File: config.mk
export PLATFORM = sky130hd
export DESIGN_NAME = parallel_strobe_block_transfer
export DESIGN_NICKNAME = d
export VERILOG_FILES = /design/src/hw/rtl/psbt_pkg.sv /design/src/hw/rtl/parallel_strobe_block_transfer.sv /design/src/hw/rtl/psbt_in_stage.sv /design/src/hw/rtl/psbt_step.sv /design/src/hw/rtl/psbt_out_stage.sv
export SDC_FILE = /design/constraint.sdc
export NUM_CORES = 1
export LEC_CHECK = 0
export BUFFER_PORTS_ARGS = -buffer_cell sky130_fd_sc_hd__buf_2
export CAP_MARGIN = 20
export CORE_ASPECT_RATIO = 0.7
export CORE_MARGIN = 5
export CORE_UTILIZATION = 45
export CTS_CLUSTER_SIZE = 12
export DETAILED_ROUTE_END_ITERATION = 12
export GPL_ROUTABILITY_DRIVEN = 1
export GPL_TIMING_DRIVEN = 0
export PLACE_DENSITY = 0.61
export SYNTH_ARGS = -nofsm -noshare
export SYNTH_HDL_FRONTEND = slang
export SYNTH_HIERARCHICAL = 1
export SYNTH_SLANG_ARGS = --single-unit
File: constraint.sdc
create_clock -name clk -period 4.8 [get_ports clk]
set_input_delay 0.48 -clock clk [delete_from_list [all_inputs] [get_ports clk]]
set_output_delay 0.48 -clock clk [all_outputs]
set_load 0.02 [all_outputs]
File: src/hw/rtl/psbt_pkg.sv
package psbt_pkg;

  typedef enum logic [3:0] {
    PH_IDLE     = 4'd0,
    PH_DONE     = 4'd1,
    PH_FAIL     = 4'd2,
    PH_CR_LO    = 4'd3,
    PH_CR_HI    = 4'd4,
    PH_SR_LO    = 4'd5,
    PH_SR_HI    = 4'd6,
    PH_CW_LO    = 4'd7,
    PH_CW_HI    = 4'd8,
    PH_CW_END   = 4'd9,
    PH_SW_FIRST = 4'd10,
    PH_SW_HI    = 4'd11,
    PH_SW_LO    = 4'd12
  } phase_t;

  localparam logic [1:0] REQ_SAMPLE = 2'd0;
  localparam logic [1:0] REQ_READ   = 2'd1;
  localparam logic [1:0] REQ_WRITE  = 2'd2;

  localparam logic [1:0] ST_IDLE = 2'd0;
  localparam logic [1:0] ST_BUSY = 2'd1;
  localparam logic [1:0] ST_OK   = 2'd2;
  localparam logic [1:0] ST_FAIL = 2'd3;

  localparam logic ROLE_CLIENT = 1'b0;

  localparam int CFG_DATA_W = 16;
  localparam int CFG_IDX_W  = 1;
  localparam logic [CFG_IDX_W-1:0] CFG_ROLE    = 1'b0;
  localparam logic [CFG_IDX_W-1:0] CFG_TIMEOUT = 1'b1;

  localparam logic [15:0] TIMEOUT_RESET = 16'd1000;

  typedef struct packed {
    logic [1:0]  req_type;
    logic [15:0] length;
    logic        ready_level;
    logic [7:0]  bus_in;
    logic        tick;
    logic [7:0]  write_byte;
  } in_item_t;

  typedef struct packed {
    logic        strobe_level;
    logic        drive_bus;
    logic [7:0]  bus_out;
    logic        rx_valid;
    logic [7:0]  rx_byte;
    logic        want_byte;
    logic [1:0]  status;
    logic [16:0] bytes_done;
  } out_item_t;

endpackage

File: src/hw/rtl/parallel_strobe_block_transfer.sv
// an accepted item passes the input register, then the result register; one item per cycle
// while out_stall is low; the handshake step is one pass of logic on the held state
// in_stall rises only while the result register holds an item that out_stall keeps
// reset (rst, synchronous, active high): phase idle, strobe high, bus released, counters zero,
// role client, timeout 1000 ticks; both pipeline registers empty
module parallel_strobe_block_transfer (
  input  logic                               clk,
  input  logic                               rst,
  input  logic                               cfg_write,
  input  logic [psbt_pkg::CFG_IDX_W-1:0]     cfg_index,
  input  logic [psbt_pkg::CFG_DATA_W-1:0]    cfg_data,
  input  logic                               in_valid,
  output logic                               in_stall,
  input  logic [1:0]                         req_type,
  input  logic [15:0]                        length,
  input  logic                               ready_level,
  input  logic [7:0]                         bus_in,
  input  logic                               tick,
  input  logic [7:0]                         write_byte,
  output logic                               out_valid,
  input  logic                               out_stall,
  output logic                               strobe_level,
  output logic                               drive_bus,
  output logic [7:0]                         bus_out,
  output logic                               rx_valid,
  output logic [7:0]                         rx_byte,
  output logic                               want_byte,
  output logic [1:0]                         status,
  output logic [16:0]                        bytes_done
);

  psbt_pkg::in_item_t  in_item, s1_item;
  psbt_pkg::out_item_t res, out_item;
  logic                s1_valid, advance, fire;

  always_comb begin
    in_item.req_type    = req_type;
    in_item.length      = length;
    in_item.ready_level = ready_level;
    in_item.bus_in      = bus_in;
    in_item.tick        = tick;
    in_item.write_byte  = write_byte;
  end

  psbt_in_stage u_in (
    .clk      (clk),
    .rst      (rst),
    .in_valid (in_valid),
    .in_stall (in_stall),
    .in_item  (in_item),
    .advance  (advance),
    .s1_valid (s1_valid),
    .s1_item  (s1_item)
  );

  assign fire = s1_valid && advance;

  psbt_step u_step (
    .clk       (clk),
    .rst       (rst),
    .cfg_write (cfg_write),
    .cfg_index (cfg_index),
    .cfg_data  (cfg_data),
    .fire      (fire),
    .item      (s1_item),
    .res       (res)
  );

  psbt_out_stage u_out (
    .clk       (clk),
    .rst       (rst),
    .s1_valid  (s1_valid),
    .res       (res),
    .advance   (advance),
    .out_valid (out_valid),
    .out_stall (out_stall),
    .out_item  (out_item)
  );

  assign strobe_level = out_item.strobe_level;
  assign drive_bus    = out_item.drive_bus;
  assign bus_out      = out_item.bus_out;
  assign rx_valid     = out_item.rx_valid;
  assign rx_byte      = out_item.rx_byte;
  assign want_byte    = out_item.want_byte;
  assign status       = out_item.status;
  assign bytes_done   = out_item.bytes_done;

endmodule

File: src/hw/rtl/psbt_in_stage.sv
module psbt_in_stage (
  input  logic               clk,
  input  logic               rst,
  input  logic               in_valid,
  output logic               in_stall,
  input  psbt_pkg::in_item_t in_item,
  input  logic               advance,
  output logic               s1_valid,
  output psbt_pkg::in_item_t s1_item
);

  logic take;

  // the held item leaves when the result side has room
  assign take     = !s1_valid || advance;
  assign in_stall = !take;

  always_ff @(posedge clk) begin
    if (rst) begin
      s1_valid <= 1'b0;
    end else if (take) begin
      s1_valid <= in_valid;
    end
  end

  always_ff @(posedge clk) begin
    if (take && in_valid) begin
      s1_item <= in_item;
    end
  end

endmodule

File: src/hw/rtl/psbt_step.sv
module psbt_step (
  input  logic                                clk,
  input  logic                                rst,
  input  logic                                cfg_write,
  input  logic [psbt_pkg::CFG_IDX_W-1:0]      cfg_index,
  input  logic [psbt_pkg::CFG_DATA_W-1:0]     cfg_data,
  input  logic                                fire,
  input  psbt_pkg::in_item_t                  item,
  output psbt_pkg::out_item_t                 res
);

  logic             role;
  logic [15:0]      timeout_ticks;

  psbt_pkg::phase_t phase, phase_next;
  logic             strobe_reg, strobe_reg_next;
  logic             drive_reg, drive_reg_next;
  logic [7:0]       out_byte, out_byte_next;
  logic [16:0]      byte_counter, byte_counter_next;
  logic [15:0]      block_length, block_length_next;
  logic [15:0]      wait_ticks, wait_ticks_next;
  logic [7:0]       next_byte, next_byte_next;
  logic             fetch_pending;

  logic             busy, want_high, met, ended, more_after_put;
  logic             want;
  logic             rx_v;
  logic [7:0]       rx_b;
  logic [16:0]      cnt_inc;
  logic [7:0]       nb;
  logic [1:0]       status;

  always_ff @(posedge clk) begin
    if (rst) begin
      role          <= psbt_pkg::ROLE_CLIENT;
      timeout_ticks <= psbt_pkg::TIMEOUT_RESET;
    end else if (cfg_write) begin
      unique case (cfg_index)
        psbt_pkg::CFG_ROLE:    role          <= cfg_data[0];
        psbt_pkg::CFG_TIMEOUT: timeout_ticks <= cfg_data[15:0];
        default: ;
      endcase
    end
  end

  assign busy    = (phase >= psbt_pkg::PH_CR_LO) && (phase <= psbt_pkg::PH_SW_LO);
  assign cnt_inc = byte_counter + 17'd1;
  assign ended   = byte_counter >= {1'b0, block_length};
  // want flag after a byte is put out: the new count still below the length
  assign more_after_put = cnt_inc < {1'b0, block_length};
  assign nb      = fetch_pending ? item.write_byte : next_byte;

  assign want_high = (phase == psbt_pkg::PH_CR_HI) || (phase == psbt_pkg::PH_SR_HI) ||
                     (phase == psbt_pkg::PH_CW_HI) || (phase == psbt_pkg::PH_CW_END) ||
                     (phase == psbt_pkg::PH_SW_HI);
  assign met = want_high ? item.ready_level : !item.ready_level;

  always_comb begin
    phase_next        = phase;
    strobe_reg_next   = strobe_reg;
    drive_reg_next    = drive_reg;
    out_byte_next     = out_byte;
    byte_counter_next = byte_counter;
    block_length_next = block_length;
    wait_ticks_next   = wait_ticks;
    next_byte_next    = next_byte;
    want              = 1'b0;
    rx_v              = 1'b0;
    rx_b              = 8'd0;

    if (!busy) begin
      if (item.req_type == psbt_pkg::REQ_READ || item.req_type == psbt_pkg::REQ_WRITE) begin
        block_length_next = item.length;
        byte_counter_next = 17'd0;
        wait_ticks_next   = 16'd0;
        if (item.req_type == psbt_pkg::REQ_READ) begin
          drive_reg_next = 1'b0;
          if (role == psbt_pkg::ROLE_CLIENT) begin
            strobe_reg_next = 1'b0;
            phase_next      = psbt_pkg::PH_CR_LO;
          end else begin
            phase_next = psbt_pkg::PH_SR_LO;
          end
        end else begin
          next_byte_next = item.write_byte;
          if (role == psbt_pkg::ROLE_CLIENT) begin
            drive_reg_next    = 1'b1;
            out_byte_next     = item.write_byte;
            byte_counter_next = 17'd1;
            strobe_reg_next   = 1'b0;
            phase_next        = psbt_pkg::PH_CW_LO;
            want              = 17'd1 < {1'b0, item.length};
          end else begin
            phase_next = psbt_pkg::PH_SW_FIRST;
          end
        end
      end
    end else begin
      next_byte_next = nb;
      if (met) begin
        wait_ticks_next = 16'd0;
        unique case (phase)
          psbt_pkg::PH_CR_LO: begin
            rx_v = 1'b1; rx_b = item.bus_in; byte_counter_next = cnt_inc;
            strobe_reg_next = 1'b1; phase_next = psbt_pkg::PH_CR_HI;
          end
          psbt_pkg::PH_CR_HI: begin
            if (ended) begin
              phase_next = psbt_pkg::PH_DONE;
            end else begin
              rx_v = 1'b1; rx_b = item.bus_in; byte_counter_next = cnt_inc;
              strobe_reg_next = 1'b0; phase_next = psbt_pkg::PH_CR_LO;
            end
          end
          psbt_pkg::PH_SR_LO: begin
            rx_v = 1'b1; rx_b = item.bus_in; byte_counter_next = cnt_inc;
            strobe_reg_next = 1'b0; phase_next = psbt_pkg::PH_SR_HI;
          end
          psbt_pkg::PH_SR_HI: begin
            strobe_reg_next = 1'b1;
            if (ended) begin
              phase_next = psbt_pkg::PH_DONE;
            end else begin
              rx_v = 1'b1; rx_b = item.bus_in; byte_counter_next = cnt_inc;
              phase_next = psbt_pkg::PH_SR_LO;
            end
          end
          psbt_pkg::PH_CW_LO: begin
            strobe_reg_next = 1'b1;
            if (ended) begin
              phase_next = psbt_pkg::PH_CW_END;
            end else begin
              out_byte_next = nb; byte_counter_next = cnt_inc;
              phase_next = psbt_pkg::PH_CW_HI; want = 1'b1;
            end
          end
          psbt_pkg::PH_CW_HI: begin
            out_byte_next = nb; byte_counter_next = cnt_inc;
            strobe_reg_next = 1'b0; phase_next = psbt_pkg::PH_CW_LO;
            want = more_after_put;
          end
          psbt_pkg::PH_CW_END: begin
            drive_reg_next = 1'b0; phase_next = psbt_pkg::PH_DONE;
          end
          psbt_pkg::PH_SW_FIRST: begin
            drive_reg_next = 1'b1; out_byte_next = nb; byte_counter_next = cnt_inc;
            strobe_reg_next = 1'b0; phase_next = psbt_pkg::PH_SW_HI;
            want = more_after_put;
          end
          psbt_pkg::PH_SW_HI: begin
            strobe_reg_next = 1'b1;
            if (ended) begin
              drive_reg_next = 1'b0; phase_next = psbt_pkg::PH_DONE;
            end else begin
              out_byte_next = nb; byte_counter_next = cnt_inc;
              phase_next = psbt_pkg::PH_SW_LO; want = 1'b1;
            end
          end
          default: begin
            // server write, waiting for ready low
            out_byte_next = nb; byte_counter_next = cnt_inc;
            strobe_reg_next = 1'b0; phase_next = psbt_pkg::PH_SW_HI;
            want = more_after_put;
          end
        endcase
      end else if (item.tick) begin
        if (wait_ticks >= timeout_ticks) begin
          wait_ticks_next = 16'd0;
          drive_reg_next  = 1'b0;
          strobe_reg_next = 1'b1;
          phase_next      = psbt_pkg::PH_FAIL;
        end else begin
          wait_ticks_next = wait_ticks + 16'd1;
        end
      end
    end
  end

  always_ff @(posedge clk) begin
    if (rst) begin
      phase         <= psbt_pkg::PH_IDLE;
      strobe_reg    <= 1'b1;
      drive_reg     <= 1'b0;
      out_byte      <= 8'd0;
      byte_counter  <= 17'd0;
      block_length  <= 16'd0;
      wait_ticks    <= 16'd0;
      next_byte     <= 8'd0;
      fetch_pending <= 1'b0;
    end else if (fire) begin
      phase         <= phase_next;
      strobe_reg    <= strobe_reg_next;
      drive_reg     <= drive_reg_next;
      out_byte      <= out_byte_next;
      byte_counter  <= byte_counter_next;
      block_length  <= block_length_next;
      wait_ticks    <= wait_ticks_next;
      next_byte     <= next_byte_next;
      fetch_pending <= want;
    end
  end

  always_comb begin
    priority if (phase_next == psbt_pkg::PH_DONE) begin
      status = psbt_pkg::ST_OK;
    end else if (phase_next == psbt_pkg::PH_FAIL) begin
      status = psbt_pkg::ST_FAIL;
    end else if (phase_next >= psbt_pkg::PH_CR_LO && phase_next <= psbt_pkg::PH_SW_LO) begin
      status = psbt_pkg::ST_BUSY;
    end else begin
      status = psbt_pkg::ST_IDLE;
    end
  end

  always_comb begin
    res.strobe_level = strobe_reg_next;
    res.drive_bus    = drive_reg_next;
    res.bus_out      = drive_reg_next ? out_byte_next : 8'd0;
    res.rx_valid     = rx_v;
    res.rx_byte      = rx_b;
    res.want_byte    = want;
    res.status       = status;
    res.bytes_done   = byte_counter_next;
  end

endmodule

File: src/hw/rtl/psbt_out_stage.sv
module psbt_out_stage (
  input  logic                clk,
  input  logic                rst,
  input  logic                s1_valid,
  input  psbt_pkg::out_item_t res,
  output logic                advance,
  output logic                out_valid,
  input  logic                out_stall,
  output psbt_pkg::out_item_t out_item
);

  // room when empty or when the held result is taken this cycle
  assign advance = !out_valid || !out_stall;

  always_ff @(posedge clk) begin
    if (rst) begin
      out_valid <= 1'b0;
    end else if (advance) begin
      out_valid <= s1_valid;
    end
  end

  always_ff @(posedge clk) begin
    if (advance && s1_valid) begin
      out_item <= res;
    end
  end

endmodule

==> metrics, run 1 <==
clk sinks=166; largest net degree at the start of global routing=29; Async SR Flop Fraction=0; GPL Wtd Cong=0.9902; clk slew on worst S/H paths=0.07 ns; share of the clock period used by the worst path=0.8858; Starting Density=0.4632; CTS buffer count=17; Crit path arrival time=4.57 ns; P per Cell Area=328.5 mW/mm^2; Post-Syn Area=0.009270 mm^2; largest registers=u_out/out_item x39, u_in/s1_item x36, u_step/byte_counter x17; Buffers on Ports=98; first-pass GRT wire length=40080 um; drt pass-1 iters=6; crit path from=u_step/byte_counter[4]; I/O pins=99; Worst setup SP type=register; Req. time, crit path=5.12 ns; worst-path maximum fanout=8; area share of the leading cell type in the synthesized netlist=0.2429; Min-Delay Path Class=input pin to register; layout cell share with drive strength beyond 1=0.1691; Commonest cells post-synth=106 x nand2_1, 91 x dfxtp_1, 89 x nor2_1, 75 x edfxtp_1; Hold Vio Cnt, Final=0; RSZ-0062 raised after global routing=no; number of global-route vias before repair=7161; worst skew pair latency=0.44 ns; max_cap viols=0; Worst VDD drop=216.6 uV; Setup crit end kind=register; DIE AREA=0.02362 mm^2; Post-Route Setup TNS=0 ns; post-detail-place hpwl=19010 um; Final min period=4.252 ns; EDFF count, synth=75; Yosys reg bits=166; Final setup viols=0; initial antenna violation count=0; # DRC=0; Max Transition Viols Final=0; routed vias/inst=5.576; syn nets=1093; final core utilization=0.5356; setup bufs post-CTS=0; Worst slew margin=0.3780; max reg flops=39; sequential fraction of the synthesis area=0.4395; CTS Buffer Depth=2; Root Buffer=clkbuf_16; Worst R2R Setup Slack=0.55 ns; most flop-heavy register=u_out/out_item; Unique masters post-synth=87; Post-layout nets=1212; most common cell in the netlist=nand2_1; CTS Hold Bufs=0; diode count=0; measured slew at the worst slew-check pin=0.9258 ns; Mean Syn Cell Area=9.459 um^2; vias=7706; Critical R2R Capture=u_out/out_item[19]; post-synthesis instance total=980; Syn. warnings=6; post-route antenna net violation count=0; Die Y=130.1 um; FF-to-FF Start=u_step/byte_counter[4]; # rows=43; Post-synth top flop=dfxtp_1; Die X=181.6 um; WS Path Type=register to register; grt ovf=0; area added between synthesis and finish=15.64%; Clock Skews=0.01535 ns; GRT Overall Usage=0.2159; drt initial violations=721; largest cells by area after synthesis=edfxtp_1 24%, dfxtp_1 20%, ha_1 7.4%; PostCTS Resize Cnt=0; CP endpoint=u_out/out_item[19]; Lkg Pwr=0.004160 uW; core area=0.02001 mm^2; Synth area leader=edfxtp_1; R2R depth=15; H-tree depth=4; TritonCTS clock tree=yes; Fmax=235.2 MHz; routed wire length=25270 um; routed length per instance=18.29 um; status=finished, final reports clean
cells in the final DEF (no fill, tap or decap), drive strengths merged, types with 5 or more instances in the layout:
| master | count |
|---|---|
| a211o | 6 |
| a211oi | 17 |
| a21o | 6 |
| a21oi | 50 |
| a221oi | 11 |
| a31oi | 13 |
| and2 | 15 |
| and3 | 9 |
| buf | 124 |
| clkbuf | 53 |
| clkinv | 8 |
| dfxtp | 91 |
| edfxtp | 75 |
| ha | 55 |
| inv | 62 |
| mux2i | 31 |
| nand2 | 106 |
| nand2b | 12 |
| nand3 | 34 |
| nand4 | 8 |
| nor2 | 89 |
| nor2b | 15 |
| nor3 | 29 |
| nor4 | 7 |
| o211ai | 22 |
| o21a | 8 |
| o21ai | 35 |
| o22ai | 6 |
| o32ai | 5 |
| or2 | 7 |
| or3 | 17 |
| or4 | 10 |
| xnor2 | 16 |
| xor2 | 14 |
worst max-delay path: stages, from the launching register on:
cell       delay [ns]
dfxtp_1          0.42
buf_2            0.22
and3_1           0.17
nand3_1          0.24
or4_1            0.57
clkbuf_1         0.23
nor2_1           0.19
and3_1           0.22
xor2_1           0.11
ha_1             0.20
or4_1            0.48
a2111oi_0        0.40
o21ai_1          0.13
nor3_1           0.28
a211o_1          0.18
buf_4            0.11
power breakdown:
part	switching (uW)	internal, uW	leakage, uW
clock	617	731	0.000285
sequential	30.2	1550	0.00146
combinational	390	205	0.00241
area by class of cell:
type                       count  area, um^2
tap                          270       337.8
clock buffer                  18       429.2
inverter                      57       214.0
sequential                   166        4074
timing repair buffer         100       530.5
clock inverter                14       143.9
fill                        1909        9294
buffer                        59       277.8
multi-input combinational    698        4713
worst min path at each step:
stage,slack (ns),to,from,cells past startpoint
6_report,0.21,u_in/s1_item[18],length[0],1
5_1_grt,0.19,u_in/s1_item[3],write_byte[3],1
4_1_cts,0.19,u_in/s1_item[27],length[9],1
3_5_place_dp,0.45,u_step/timeout_ticks[11],u_step/timeout_ticks[11],2
3_3_place_gp,0.44,u_step/timeout_ticks[11],u_step/timeout_ticks[11],2
2_1_floorplan,0.44,u_step/timeout_ticks[10],u_step/timeout_ticks[10],2
per-stage QoR:
| stage | worst slack [ns] | total power (uW) | instance area, um^2 | std cells | hold slack (ns) |
|---|---|---|---|---|---|
| after global placement | 0.7302 | 2188 | 10100 | 1348 | 0.4449 |
| after CTS | 0.6608 | 3546 | 10720 | 1382 | 0.1943 |
| after detailed placement | 0.7086 | 2193 | 10150 | 1350 | 0.4470 |
| after floorplan | 1.363 | 2005 | 9270 | 980 | 0.4363 |
| after global routing | 0.2957 | 3678 | 10720 | 1382 | 0.1919 |
| final | 0.5481 | 3522 | 10720 | 1382 | 0.2089 |
cells by family after synthesis:
group / count (synthesis) / synth area share
muxes: 32 / 0.03469
and+or+nand+nor: 363 / 0.1933
adders and majority gates: 55 / 0.07423
xor gates and xnor gates: 30 / 0.02915
buffers and inverters: 116 / 0.05304
AOI/OAI and AO/OA: 218 / 0.1761
DFF: 166 / 0.4395
per-layer routing:
metal  vias to the layer above  GRT usage  routed length (um)
li1                       3802          -                   -
met1                      3540     0.3424               13040
met2                       331     0.2766                9234
met3                        33    0.06743                2635
met4                         0    0.05734                 360
met5                         -          0                   0
Power figures use the tool's default switching activity.
==> run 2: changes to the inputs <==
--- a/config.mk
+++ b/config.mk
@@ -7,7 +7,6 @@
 export LEC_CHECK = 0
 export BUFFER_PORTS_ARGS = -buffer_cell sky130_fd_sc_hd__buf_2
 export CAP_MARGIN = 20
-export CORE_ASPECT_RATIO = 0.7
 export CORE_MARGIN = 5
 export CORE_UTILIZATION = 45
 export CTS_CLUSTER_SIZE = 12
==> metrics, run 2 (same netlist as run 1, synthesis figures left out) <==
area added between synthesis and finish=15.94%; Worst slew margin=0.3421 (-0.03596); routed length per instance=18.03 um (-1.4%); Max stage delay on crit path=0.58 ns (about the same); P per Cell Area=329.2 mW/mm^2 (+0.21%); Buffers on Ports=98 (unchanged); H-tree depth=4 (unchanged); post-route antenna net violation count=0 (unchanged); share of the clock period used by the worst path=0.8741 (-0.01176); # DRC=0 (unchanged); Hold Vio Cnt, Final=0 (unchanged); hold path depth=1 (unchanged); HP Start=bus_in[6]; final core utilization=0.5312 (-0.004469); initial antenna violation count=0 (unchanged); RSZ-0062 raised after global routing=no; Starting Density=0.4581 (-0.005041); met2 WL=11260 um (+22%); DP Area=0.01016 mm^2 (+0.15%); WS Path Type=register to register; Setup crit end kind=register; Die X=153.5 um (-15%); worst-path maximum fanout=8 (unchanged); worst-path cell chain=buf_2, and3_1, nand3_1, or4_1, clkbuf_1, nor2_1, and3_1, xor2_1, ha_1, or4_1, a2111oi_0, o21ai_1, nor3_1, a211o_1, buf_4; Req. time, crit path=5.12 ns (about the same); clk sinks=166 (unchanged); first-pass GRT wire length=39760 um (-0.81%); hold worst-path end=u_in/s1_item[15]; vias=7625 (-1.1%); core area=0.02023 mm^2 (+1.1%); Worst R2R Setup Slack=0.60 ns (+0.06 ns); Top Layer Used=met4; R2R depth=15 (unchanged); Critical R2R Capture=u_out/out_item[19]; commonest non-fill, non-tap cell in the layout=buf_2; Critical Path Slowest Stage Cell=or4_1; max_cap viols=0 (unchanged); setup bufs post-CTS=0 (unchanged); measured slew at the worst slew-check pin=0.9869 ns (+0.06107 ns); FF-to-FF Start=u_step/byte_counter[4]; Root Buffer=clkbuf_16; CTS Buffer Depth=2 (unchanged); Post-layout nets=1212 (unchanged); PostCTS Resize Cnt=0 (unchanged); # rows=52 (+21%); Crit path arrival time=4.51 ns (-0.06 ns); Max Transition Viols Final=0 (unchanged); Tot Pwr=3539 uW (+0.47%); Min-Delay Path Class=input pin to register; routed vias/inst=5.517 (-1.1%); GPL Wtd Cong=0.9434 (-4.7%); Final setup viols=0 (unchanged); clk slew on worst S/H paths=0.09 ns (+0.02 ns); worst skew pair latency=0.45 ns (about the same); post-detail-place hpwl=18610 um (-2.1%); GRT Overall Usage=0.2106 (-0.005344); DIE AREA=0.02357 mm^2 (-0.19%); routed wire length=24920 um (-1.4%); largest registers=u_out/out_item x39, u_in/s1_item x36, u_step/byte_counter x17; final instance area=0.01075 mm^2 (+0.26%); Worst VDD drop=263.5 uV (+22%); Post-Route Setup TNS=0 ns (unchanged); Worst setup SP type=register; Clock Skews=0.02664 ns (+0.01129 ns); I/O pins=99 (unchanged); drt initial violations=647 (-10%); Die Y=153.5 um (+18%); grt ovf=0 (unchanged); most frequent cells in the layout=107 x buf_2, 106 x nand2_1, 91 x dfxtp_1; drt pass-1 iters=5 (-1); status=finished, final reports clean; max reg flops=39 (unchanged); TritonCTS clock tree=yes; Lkg Pwr=0.004163 uW (about the same); Final min period=4.195 ns (-0.05644 ns); met3 wire len=1478 um (-44%); CTS Hold Bufs=0 (unchanged); CTS buffer count=17 (unchanged); M1 WL=11850 um (-9.2%); largest net degree at the start of global routing=21 (-28%); WP buf/inv=3 (unchanged); layout cell share with drive strength beyond 1=0.1700 (+0.0008993); Fmax=238.4 MHz (+1.3%); most flop-heavy register=u_out/out_item; delay-heaviest family, CP=simple AND/OR/NAND/NOR gates; diode count=0 (unchanged); number of global-route vias before repair=7287 (+1.8%)
[run 2: metrics by stage]
step	instances	hold WS, ns	worst slack, ns
after global routing	1382	0.1793	0.3322
after detailed placement	1350	0.4493	0.6935
after CTS	1382	0.1862	0.6622
after global placement	1348	0.4452	0.7294
after floorplan	980	0.4363	1.363
final	1382	0.1963	0.6045
[run 2: layout make-up]
cell class | instances | area (um^2)
fill | 1888 | 9487
multi-input combinational | 698 | 4713
sequential | 166 | 4074
timing repair buffer | 100 | 545.5
clock buffer | 17 | 425.4
tap | 270 | 337.8
buffer | 59 | 277.8
inverter | 57 | 214.0
clock inverter | 15 | 160.2
[run 2: where the power goes]
group          switching (uW)  internal (uW)  total [uW]
sequential               30.3           1550        1580
clock                     670            696        1370
combinational             387            207         594
total                    1090           2450        3540
[run 2: layer usage]
metal,vias to the layer above,global-route usage
met5,-,0
li1,3788,-
met2,252,0.3303
met1,3559,0.3024
met3,26,0.03822
met4,0,0.05383
[run 2: how the worst max path moves through the flow]
stage / from / to / slack, ns / cells past startpoint
2_1_floorplan: u_step/byte_counter[4] / u_out/out_item[19] / 1.36 / 15
3_3_place_gp: u_step/byte_counter[4] / u_out/out_item[19] / 0.73 / 15
3_5_place_dp: u_step/byte_counter[4] / u_out/out_item[19] / 0.69 / 15
4_1_cts: u_step/byte_counter[4] / u_out/out_item[19] / 0.66 / 15
5_1_grt: u_step/byte_counter[0] / u_out/out_item[19] / 0.33 / 16
6_report: u_step/byte_counter[4] / u_out/out_item[19] / 0.60 / 15
==> run 3: changes to the inputs <==
--- a/config.mk
+++ b/config.mk
@@ -8,12 +8,14 @@
 export BUFFER_PORTS_ARGS = -buffer_cell sky130_fd_sc_hd__buf_2
 export CAP_MARGIN = 20
 export CORE_MARGIN = 5
-export CORE_UTILIZATION = 45
+export CORE_UTILIZATION = 50
+export CTS_BUF_LIST = sky130_fd_sc_hd__clkbuf_4 sky130_fd_sc_hd__clkbuf_8 sky130_fd_sc_hd__clkbuf_16
 export CTS_CLUSTER_SIZE = 12
 export DETAILED_ROUTE_END_ITERATION = 12
 export GPL_ROUTABILITY_DRIVEN = 1
 export GPL_TIMING_DRIVEN = 0
-export PLACE_DENSITY = 0.61
+export PLACE_DENSITY = 0.67
+export REMOVE_ABC_BUFFERS = 1
 export SYNTH_ARGS = -nofsm -noshare
 export SYNTH_HDL_FRONTEND = slang
 export SYNTH_HIERARCHICAL = 1
==> metrics, run 3 (same netlist as run 1, synthesis figures left out) <==
FF-to-FF Start=u_step/byte_counter[4]; Worst slew margin=0.3060 (-0.03607); final setup margin=0.6971 ns (+0.09255 ns); Clock Skews=0.009873 ns (-0.01676 ns); PostCTS Resize Cnt=0 (unchanged); max_cap viols=0 (unchanged); Worst VDD drop=262.7 uV (-0.32%); Starting Density=0.5126 (+0.05442); grt ovf=0 (unchanged); GRT Overall Usage=0.2003 (-0.01028); measured slew at the worst slew-check pin=1.040 ns (+0.05268 ns); initial antenna violation count=0 (unchanged); clk sinks=166 (unchanged); Die Y=146.2 um (-4.8%); RSZ-0062 raised after global routing=no; Worst setup SP type=register; CTS Hold Bufs=0 (unchanged); WS Path Type=register to register; drt initial violations=498 (-23%); commonest non-fill, non-tap cell in the layout=nand2_1; status=finished, final reports clean; Min-Delay Path Class=input pin to register; Fmax=243.7 MHz (+2.3%); post-detail-place hpwl=15540 um (-16%); core area=0.01809 mm^2 (-11%); Setup crit end kind=register; max reg flops=39 (unchanged); hold slack final=0.2237 ns (+0.02743 ns); Worst R2R Setup Slack=0.70 ns (+0.09 ns); HP Start=write_byte[4]; post-route antenna net violation count=0 (unchanged); Hold Vio Cnt, Final=0 (unchanged); FF/Latch Area=0.004074 mm^2 (unchanged); # DRC=0 (unchanged); Critical Path Slowest Stage Cell=or4_1; Crit path arrival time=4.47 ns (-0.04 ns); Post-Route Setup TNS=0 ns (unchanged); pre-CTS WS=0.7844 ns (+0.09090 ns); hold path depth=1 (unchanged); routed wire length=21580 um (-13%); first-pass GRT wire length=35150 um (-12%); R2R depth=13 (-2); Buffers on Ports=98 (unchanged); CTS Buffer Depth=2 (unchanged); largest net degree at the start of global routing=43 (+100%); Fill cells=1607 (-15%); DIE AREA=0.02136 mm^2 (-9.4%); layout cell share with drive strength beyond 1=0.1704 (+0.0004691); drt pass-1 iters=4 (-1); worst-path maximum fanout=9 (+1); vias=7318 (-4.0%); setup bufs post-CTS=0 (unchanged); share of the clock period used by the worst path=0.8548 (-0.01928); diode count=0 (unchanged); Lkg Pwr=0.004084 uW (-1.9%); DP Area=0.009921 mm^2 (-2.4%); number of global-route vias before repair=6868 (-5.7%); clk slew on worst S/H paths=0.07 ns (-0.02 ns); routed vias/inst=5.668 (+2.7%); I/O pins=99 (unchanged); Final min period=4.103 ns (-0.09255 ns); Req. time, crit path=5.17 ns (+0.05 ns); Max Transition Viols Final=0 (unchanged); most frequent cells in the layout=106 x nand2_1, 98 x buf_2, 91 x dfxtp_1; # rows=49 (-5.8%); Max stage delay on crit path=0.78 ns (+0.20 ns); CTS buffer count=17 (unchanged); largest registers=u_out/out_item x39, u_in/s1_item x36, u_step/byte_counter x17; hold worst-path end=u_in/s1_item[4]; Critical R2R Capture=u_step/fetch_pending; Final setup viols=0 (unchanged); area added between synthesis and finish=13.81%; final instance area=0.01055 mm^2 (-1.8%); H-tree depth=4 (unchanged); worst-path cell chain=and3_1, nand3_1, or4_1, nor2_1, and3_1, xor2_1, ha_1, or4_1, a2111oi_0, o21ai_1, nor3_1, a211o_1, o211a_1; Die X=146.2 um (-4.8%); Post-layout nets=1162 (-4.1%); P per Cell Area=328.8 mW/mm^2 (-0.12%); GPL Wtd Cong=0.9181 (-2.7%); routed length per instance=16.71 um (-7.3%); multi-input logic area=0.004716 mm^2 (about the same); Root Buffer=clkbuf_16; worst skew pair latency=0.43 ns (-0.02 ns); TritonCTS clock tree=yes; most flop-heavy register=u_out/out_item
[run 3: through the flow]
stage,util,power (uW),std cells
floorplan,-,1966,921
global placement,0.5402,2129,1248
detailed placement,0.5485,2152,1256
CTS,0.5806,3496,1288
global route,0.5833,3627,1291
finish,0.5833,3469,1291
[run 3: layout make-up]
cell class                 instances  area share
tap                              229     0.02716
sequential                       166      0.3861
timing repair buffer             109     0.06452
clock inverter                    14     0.01328
clock buffer                      18     0.04163
multi-input combinational        698      0.4470
inverter                          57     0.02028
[run 3: worst max-delay path by stage]
stage / endpoint / depth (start not counted) / start / slack (ns)
final: u_step/fetch_pending / 13 / u_step/byte_counter[4] / 0.70
after global routing: u_step/fetch_pending / 13 / u_step/byte_counter[4] / 0.49
after CTS: u_step/fetch_pending / 13 / u_step/byte_counter[4] / 0.75
after detailed placement: u_step/fetch_pending / 13 / u_step/byte_counter[4] / 0.78
after global placement: u_step/block_length[10] / 6 / u_step/phase[0] / 0.21
after floorplan: u_step/fetch_pending / 13 / u_step/byte_counter[4] / 1.44
[run 3: metal layers]
layer	vias to the layer above	global-route usage	part of all wire
met1	3385	0.2725	0.45
met2	202	0.3269	0.47
met4	0	0.05315	0.015
met5	-	0	0
li1	3708	-	-
met3	23	0.04183	0.057
[run 3: worst max-delay path, delay by kind of cell (launching register included)]
kind / cells / cell delay (ns)
simple gates: 7 / 2.38
compound gates: 4 / 0.82
flops: 1 / 0.52
fa+ha+maj: 1 / 0.20
xor+xnor: 1 / 0.12
[run 3: power breakdown]
group	leakage, uW	switching (uW)	internal [uW]
Combinational	0.00235	336	195
Sequential	0.00146	49.7	1550
Clock	0.000275	598	742
